File: src/rtl/mrve_pkg.sv
// Package for the matrix row/vector engine: sizes, operation and register
// codes, controller state and the controller-to-datapath command struct.
// No dependencies.
`timescale 1ns / 1ps
`default_nettype none
package mrve_pkg;

	// Matrix geometry and element format
	localparam int MAX_ROWS  = 256;
	localparam int MAX_COLS  = 128;
	localparam int ELEM_BITS = 16;
	localparam int ROW_W     = 8;
	localparam int COL_W     = 7;
	localparam int ADDR_W    = ROW_W + COL_W;
	localparam int DEPTH     = MAX_ROWS * MAX_COLS;
	localparam int ACC_W     = 40;
	localparam int PROD_W    = 2 * ELEM_BITS;
	localparam int FRAC_BITS = 12;

	// Configuration register widths and indexes
	localparam int ROWS_CFG_W = 9;
	localparam int COLS_CFG_W = 8;
	localparam int CFG_IDX_W  = 1;
	localparam logic [CFG_IDX_W-1:0] CFG_ROWS_IN_USE = 1'b0;
	localparam logic [CFG_IDX_W-1:0] CFG_COLS_IN_USE = 1'b1;

	// Result kinds
	localparam logic KIND_DOT = 1'b0;
	localparam logic KIND_VEC = 1'b1;

	typedef enum logic [1:0] {
		OP_WRITE      = 2'd0,
		OP_DOT        = 2'd1,
		OP_ADD_TO_ROW = 2'd2,
		OP_ADD_TO_VEC = 2'd3
	} op_t;

	typedef enum logic [1:0] {
		S_IDLE = 2'd0,
		S_READ = 2'd1,
		S_MUL  = 2'd2,
		S_DONE = 2'd3
	} state_t;

	// Command from controller to datapath
	typedef struct packed {
		logic load;    // capture the accepted request
		logic rd_en;   // read the addressed element
		logic mul_en;  // register the product
		logic finish;  // write back / accumulate / emit
		logic last;    // request is at the last column in use
	} cmd_t;

endpackage
`default_nettype wire

File: src/rtl/mrve_ctrl.sv
// Controller of the matrix row/vector engine: configuration registers,
// address range check and the per-request sequencer. Depends on mrve_pkg.
`timescale 1ns / 1ps
`default_nettype none
module mrve_ctrl (
	input  wire                                  clk,
	input  wire                                  arst_n,
	input  wire                                  start,
	input  wire [mrve_pkg::ROW_W-1:0]            row_index,
	input  wire [mrve_pkg::COL_W-1:0]            col_index,
	input  wire                                  cfg_valid,
	input  wire [mrve_pkg::CFG_IDX_W-1:0]        cfg_index,
	input  wire [mrve_pkg::ROWS_CFG_W-1:0]       cfg_data,
	output logic                                 cfg_ready,
	output logic                                 busy,
	output mrve_pkg::cmd_t                       cmd
);

	mrve_pkg::state_t state_q, state_d;
	logic [mrve_pkg::ROWS_CFG_W-1:0] rows_q;
	logic [mrve_pkg::COLS_CFG_W-1:0] cols_q;
	logic [mrve_pkg::ROWS_CFG_W-1:0] eff_rows;
	logic [mrve_pkg::COLS_CFG_W-1:0] eff_cols;
	logic in_range;
	logic is_last;
	logic accept;
	logic last_q;

	// Configuration writes are always taken
	assign cfg_ready = 1'b1;

	always_ff @(posedge clk or negedge arst_n) begin
		if (!arst_n) begin
			rows_q <= mrve_pkg::ROWS_CFG_W'(mrve_pkg::MAX_ROWS);
			cols_q <= mrve_pkg::COLS_CFG_W'(mrve_pkg::MAX_COLS);
		end else if (cfg_valid) begin
			case (cfg_index)
				mrve_pkg::CFG_ROWS_IN_USE: rows_q <= cfg_data;
				mrve_pkg::CFG_COLS_IN_USE: cols_q <= cfg_data[mrve_pkg::COLS_CFG_W-1:0];
				default: ;
			endcase
		end
	end

	// Clamp registers into 1..MAX
	always_comb begin
		if (rows_q == '0)
			eff_rows = mrve_pkg::ROWS_CFG_W'(1);
		else if (rows_q > mrve_pkg::ROWS_CFG_W'(mrve_pkg::MAX_ROWS))
			eff_rows = mrve_pkg::ROWS_CFG_W'(mrve_pkg::MAX_ROWS);
		else
			eff_rows = rows_q;
		if (cols_q == '0)
			eff_cols = mrve_pkg::COLS_CFG_W'(1);
		else if (cols_q > mrve_pkg::COLS_CFG_W'(mrve_pkg::MAX_COLS))
			eff_cols = mrve_pkg::COLS_CFG_W'(mrve_pkg::MAX_COLS);
		else
			eff_cols = cols_q;
	end

	// Out-of-use addresses are dropped at acceptance
	assign in_range = ({1'b0, row_index} < eff_rows) && ({1'b0, col_index} < eff_cols);
	assign is_last  = ({1'b0, col_index} == (eff_cols - mrve_pkg::COLS_CFG_W'(1)));
	assign busy     = (state_q != mrve_pkg::S_IDLE);
	assign accept   = start && !busy && in_range;

	always_ff @(posedge clk or negedge arst_n) begin
		if (!arst_n) begin
			state_q <= mrve_pkg::S_IDLE;
			last_q  <= 1'b0;
		end else begin
			state_q <= state_d;
			if (accept)
				last_q <= is_last;
		end
	end

	// Next state
	always_comb begin
		state_d = state_q;
		case (state_q)
			mrve_pkg::S_IDLE: if (accept) state_d = mrve_pkg::S_READ;
			mrve_pkg::S_READ: state_d = mrve_pkg::S_MUL;
			mrve_pkg::S_MUL:  state_d = mrve_pkg::S_DONE;
			mrve_pkg::S_DONE: state_d = mrve_pkg::S_IDLE;
			default:          state_d = mrve_pkg::S_IDLE;
		endcase
	end

	// Command outputs
	always_comb begin
		cmd      = '0;
		cmd.last = last_q;
		case (state_q)
			mrve_pkg::S_IDLE: cmd.load   = accept;
			mrve_pkg::S_READ: cmd.rd_en  = 1'b1;
			mrve_pkg::S_MUL:  cmd.mul_en = 1'b1;
			mrve_pkg::S_DONE: cmd.finish = 1'b1;
			default: ;
		endcase
	end

`ifndef SYNTHESIS
	a_load_to_read: assert property (@(posedge clk) disable iff (!arst_n)
		cmd.load |=> state_q == mrve_pkg::S_READ)
		else $error("load not followed by read");
	a_read_to_mul: assert property (@(posedge clk) disable iff (!arst_n)
		cmd.rd_en |=> cmd.mul_en)
		else $error("read not followed by multiply");
	a_finish_frees: assert property (@(posedge clk) disable iff (!arst_n)
		cmd.finish |=> !busy && !$past(cmd.load))
		else $error("controller still busy after finish");
	a_load_only_idle: assert property (@(posedge clk) disable iff (!arst_n)
		cmd.load |-> $past(state_q) != mrve_pkg::S_MUL)
		else $error("request taken while sequencing");
`endif

endmodule
`default_nettype wire

File: config.mk
export PLATFORM = sky130hd
export DESIGN_NAME = mrve_ctrl
export DESIGN_NICKNAME = d
export VERILOG_FILES = /design/src/rtl/mrve_pkg.sv /design/src/rtl/mrve_ctrl.sv
export SDC_FILE = /design/constraint.sdc
export NUM_CORES = 1
export LEC_CHECK = 0
export ABC_AREA = 1
export BUFFER_PORTS_ARGS = -buffer_cell sky130_fd_sc_hd__buf_2
export CAP_MARGIN = 5
export CORE_ASPECT_RATIO = 0.8
export CORE_UTILIZATION = 45
export DETAILED_ROUTE_END_ITERATION = 6
export PLACE_DENSITY = 0.82
export RECOVER_POWER = 25
export SYNTH_ARGS = -nofsm -noshare
export SYNTH_HDL_FRONTEND = slang
export SYNTH_SLANG_ARGS = --single-unit
File: constraint.sdc
create_clock -name clk -period 2.2 [get_ports clk]
set_clock_uncertainty 0.15 [all_clocks]
set_input_delay 0 -clock clk [delete_from_list [all_inputs] [get_ports clk]]
set_output_delay 0 -clock clk [all_outputs]
set_load 0.02 [all_outputs]
Yosys cells after proc, flatten, opt, wreduce, memory -nomap -nowiden
Index checks and enable logic that the tools add are counted.
{ "op_classes": {"n_addsub": 1, "magnitude_cmp": 4, "n_eq_ne": 5, "muxes": 10, "bitwise": 1, "reduce_logical": 10} }
{ "ops": {"columns": ["cell", "n"], "rows": [
  ["9-bit 2-to-1 mux", 2],
  ["8-bit 2-to-1 mux", 2],
  ["9-bit greater-than comparator (second input constant)", 1],
  ["9-bit logical NOT", 1],
  ["8-bit by 9-bit < comparator with 1-bit output", 1],
  ["7-bit by 8-bit == test with 1-bit output", 1],
  ["8-bit greater-than comparator (second input constant)", 1],
  ["8-bit logical NOT", 1],
  ["7-bit by 8-bit < comparator with 1-bit output", 1],
  ["2-bit case mux with 4 select lines", 1],
  ["8-bit by 1-bit subtractor with 8-bit output (second input constant)", 1],
  ["2-bit == test (second input constant)", 2],
  ["1-bit 2-to-1 mux", 4],
  ["2-bit AND reduction", 2],
  ["1-bit logical AND", 3],
  ["2-bit by 1-bit == test with 1-bit output (second input constant)", 1],
  ["2-bit logical NOT", 1],
  ["2-bit 2-to-1 mux", 1],
  ["2-bit != test (second input constant)", 1],
  ["2-bit nonzero test", 1],
  ["1-bit logical NOT", 1],
  ["1-bit NOT", 1]
]} }
{ "totals": {"regBits": 20, "input_bits": 29, "word_cells": 35} }

Logic depth before layout (Yosys ltp)
{ "logic_depth": {"word_depth": 8, "ltp_mapped": 16, "ltp_nobuf": 16} }

Least setup slack after synthesis
OpenSTA, ideal clock, no wires.
{ "synth_timing": {"kind": "register -> register", "startpoint": "register rows_q[6] (netlist bit)", "endpoint": "register state_q[0]", "setup_time_ns": 0.129, "arrival_time_ns": 1.974, "required_ns": 1.921, "path_slack_ns": -0.053, "path_stages_with_launch": 13, "path_buffers": 0, "path_cell_list": "dfrtp_1 nor2_1 nand2_1 o21ai_0 nand2_1 ha_1 nand4_1 nor3_1 o21ai_0 nand3_1 nand2_1 o21ai_0 o21ai_0"} }
{ "synth_between": {"elab_chain_len": 7, "elab_cells_between_ends": 8} }
{ "synth_lines": {"columns": ["element", "line", "rtl"], "rows": [
  ["from (decl)", "mrve_ctrl.sv:20", "logic [mrve_pkg::ROWS_CFG_W-1:0] rows_q;"],
  ["from (signal assigned)", "mrve_ctrl.sv:34", "rows_q <= mrve_pkg::ROWS_CFG_W'(mrve_pkg::MAX_ROWS);"],
  ["from (signal assigned)", "mrve_ctrl.sv:38", "mrve_pkg::CFG_ROWS_IN_USE: rows_q <= cfg_data;"],
  ["9-bit greater-than comparator", "mrve_ctrl.sv:49", "else if (rows_q > mrve_pkg::ROWS_CFG_W'(mrve_pkg::MAX_ROWS))"],
  ["9-bit 2-to-1 mux", "mrve_ctrl.sv:49", null],
  ["9-bit 2-to-1 mux (*)", "mrve_ctrl.sv:47", "if (rows_q == '0)"],
  ["8-bit by 9-bit < comparator with 1-bit output (*)", "mrve_ctrl.sv:62", "assign in_range = ({1'b0, row_index} < eff_rows) && ({1'b0, col_index} < eff_cols);"],
  ["1-bit logical AND (*)", "mrve_ctrl.sv:62", null],
  ["1-bit logical AND (*)", "mrve_ctrl.sv:65", "assign accept = start && !busy && in_range;"],
  ["2-bit != test (no line) (*)", null, null],
  ["to (signal assigned)", "mrve_ctrl.sv:69", "state_q <= mrve_pkg::S_IDLE;"],
  ["to (signal assigned)", "mrve_ctrl.sv:72", "state_q <= state_d;"],
  ["to (decl)", "mrve_ctrl.sv:19", "mrve_pkg::state_t state_q, state_d;"]
]} }
Mark *: on every way between the ends. The rest lies on a longest branch, timed or not.
A chain may end at the register's enable or synchronous reset.

==> qor.csv <==
stage,metric,value,unit
run_status,status,"complete, but fails checks",
run_status,violations in the final reports,setup timing,
logic_synthesis,"count leader, synth",nand2_1,
timing,"Hold Violations, Final",0,
logic_synthesis,"top cells by area, synth","dfrtp_1 30%, ha_1 17%, nand2_1 16%, o21ai_0 9.0%, inv_1 6.5%",
clock_tree,"Clk pin slew, worst setup/hold paths",0.08,ns
clock_tree,clk_lat worst skew,0.27,ns
power_and_ir_drop,Leak,1.18,nW
power_and_ir_drop,Peak VDD IR,0.472,mV
drt,final routed DRC violation total,0,
timing,slew margin rel.,0.279,
logic_synthesis,ys flop type,dfrtp_1,
worst_setup_path,Critical path buffers and inverters,2,
drt,routed length per instance,15.3,um
worst_hold_path,Hold Path Stages,6,
worst_setup_path,"Arr. time, crit path",2.41,ns
worst_setup_path,CP Depth,12,
floorplan,die area,3570,um^2
clock_tree,clk root buf,clkbuf_8,
drt,Vias per Instance,5.40,
logic_synthesis,"Avg Cell Area, Syn",7.25,um^2
place,routability cong.,0.875,
layout,ANT cells,0,
floorplan,# IOs,36,
drt,drt total wl,4.89,mm
layout,final instance area,2270,um^2
logic_synthesis,Synth Warn #,0,
drt,first-pass iteration count of the detailed router,4,
logic_synthesis,Post-synth EDFFs,0,
clock_tree,CTS H-tree depth,1,
logic_synthesis,ys async rst share,1.00,
floorplan,chip height,53.7,um
layout,Layout area overhead,51.3,%
layout,Nets,329,
worst_setup_path,Crit-path slowest cell,dfrtp_1,
worst_setup_path,CP Capture Type,primary output,
grt,initial antenna violation count,0,
worst_setup_path,Worst path max stage delay,0.42,ns
clock_tree,Sink Count,20,
timing,final worst-path setup slack,-0.361,ns
place,Port Buffers,34,
logic_synthesis,share of the yosys chip area belonging to registers,0.335,
logic_synthesis,post-synthesis sequential element count,20,
power_and_ir_drop,power per cell area,763,nW/um^2
job,MaxCap Viol Count,0,
place,placed instance area,1860,um^2
timing,endpoints failing setup,4,
floorplan,Core Area,3130,um^2
timing,final-report max-slew violation count,0,
worst_setup_path,cell mode on critical path,nand2_2,
worst_setup_path,CP startpoint kind,register,
floorplan,Die Width,66.6,um
timing,final worst-path cycle share,1.16,
timing,RSZ-0062 raised after global routing,yes,
timing,Tmin final,2.56,ns
drt,Detail Route Antenna Nets,0,
worst_setup_path,critical path type,reg -> out,
drt,DRT iter0 DRCs,114,
timing,Tightest Pin Transition,1.08,ns
worst_setup_path,Critical Path RT,2.05,ns
logic_synthesis,synthesized net count,256,
logic_synthesis,Gate Count Post-Synth,207,
timing,hold_ws,0.0829,ns
grt,Congestion Overflow GR,0,
clock_tree,Max clock buf depth,2,
place,Post-DP HPWL,2.92,mm
grt,largest net degree at the start of global routing,21,
floorplan,Initial Util,0.480,
worst_hold_path,Hold Path Class,in -> reg,
worst_setup_path,CP max FO,7,
drt,vias post-DR,1723,
grt,first-pass GRT wire length,6.52,mm
worst_setup_path,worst path cell trace,"nor2_4, nand2_2, o21ai_4, nand2_2, ha_4, a21o_1, a22oi_1, nand2_1, nor2_2, nand3_2, inv_1, buf_6",
grt,number of global-route vias before repair,1455,
logic_synthesis,count of unique library cells instantiated by Yosys,22,
worst_setup_path,"CP delay by family, top",simple AND/OR/NAND/NOR gates,
layout,ratio of cells with drive above 1 in the final layout,0.358,
power_and_ir_drop,Final Power,1.73,mW
timing,highest clock rate,0.390,GHz
grt,GRT Overall Usage,0.253,
logic_synthesis,"top cells by count, synth","62 x nand2_1, 27 x o21ai_0, 26 x inv_1",
clock_tree,CTS tree,yes,
clock_tree,total CTS buffers,3,
logic_synthesis,top-area cell type share of the netlist area,0.300,
logic_synthesis,synthesized area,1500,um^2
floorplan,Rows,18,
logic_synthesis,"area leader, netlist",dfrtp_1,
worst_setup_path,Worst Reg-to-Reg Cells,13,
sequential cells by signal (all words and copies together) (netlist names):
signal	count
rows_q	9
last_q	1
cols_q	8
state_q	2
worst reg2reg max path: stages, from the launching register on:
cell     delay (ns)
dfrtp_1        0.42
nor2_4         0.16
nand2_2        0.09
o21ai_4        0.28
nand2_2        0.14
buf_4          0.15
ha_1           0.31
a21oi_2        0.16
o21ai_1        0.13
nor2_1         0.16
nand3_1        0.09
nor2_1         0.11
nand3_1        0.08
nand2_1        0.05
placed cells by master, fill, tap and decap left out, types with 2 or more instances in the layout:
cell	synthesis	final
a21oi_1	8	4
a21oi_2	0	4
buf_2	0	32
buf_4	2	25
buf_6	0	3
clkbuf_8	0	3
dfrtp_1	18	18
dfstp_2	2	2
dlygate4sd3_1	0	11
ha_1	20	13
ha_4	0	7
inv_1	26	24
inv_2	0	2
nand2_1	62	52
nand2_2	0	9
nand3_1	9	8
nor2_1	16	12
nor2_2	0	3
o21ai_0	27	20
o21ai_1	0	4
o21ai_2	0	3
o21bai_1	2	2
xnor2_1	3	2
path summary, 6_finish.rpt:
check	startpoint	end	slack, ns
max	cols_q[4]	cmd[4]	-0.36
min	row_index[0]	last_q	0.08
max reg2reg	cols_q[4]	last_q	-0.34
min reg2reg	last_q	last_q	0.33
max in group asynchronous	arst_n	state_q[0]	0.95
min in group asynchronous	arst_n	rows_q[4]	0.30
logic make-up (layout without fill, tap and decap cells):
logic type      after synthesis  in the layout  share of synthesized area
compound gates               40             40                      0.148
xor+xnor                      4              4                     0.0233
buf+inv                      30            102                     0.0800
flops                        20             20                      0.335
simple gates                 92             92                      0.245
fa+ha+maj                    20             20                      0.167
other cells                   1              1                    0.00250
per-layer routing:
| layer | up-vias | wire, um | track usage |
|---|---|---|---|
| met5 | - | 0 | 0 |
| met4 | 0 | 325 | 0.121 |
| met3 | 34 | 343 | 0.0657 |
| met2 | 84 | 2260 | 0.419 |
| met1 | 794 | 1950 | 0.311 |
| li1 | 811 | - | - |
through the flow:
stage	setup slack, ns	cells	TNS (ns)	util
floorplan	0.0656	207	0	-
global placement	-0.340	298	-1.13	0.593
detailed placement	-0.435	298	-1.44	0.593
CTS	-0.230	317	-0.873	0.673
global route	-0.421	319	-1.60	0.726
finish	-0.361	319	-1.30	0.726
power breakdown:
group	leakage (nW)	switching [mW]	internal, mW	total, mW
combinational	0.898	0.500	0.379	0.879
sequential	0.245	0.0457	0.432	0.478
clock	0.0357	0.134	0.243	0.377
layout make-up:
class                           instances  area (um^2)
Clock inverter                          1         30.0
Clock buffer                            3         41.3
Tap cell                               40         50.0
Timing Repair Buffer                   72          495
Multi-Input combinational cell        157         1050
Fill cell                             222          858
Inverter                               26         97.6
Sequential cell                        20          503
what timing repair did:
action	4_1_cts	5_1_grt
hold endpoints to repair	38	0
gates resized for setup	12	34
pin swaps	7	14
setup buffers	4	2
endpoints found under the setup margin	4	4
hold buffers	11	0
Power figures use the tool's default switching activity.
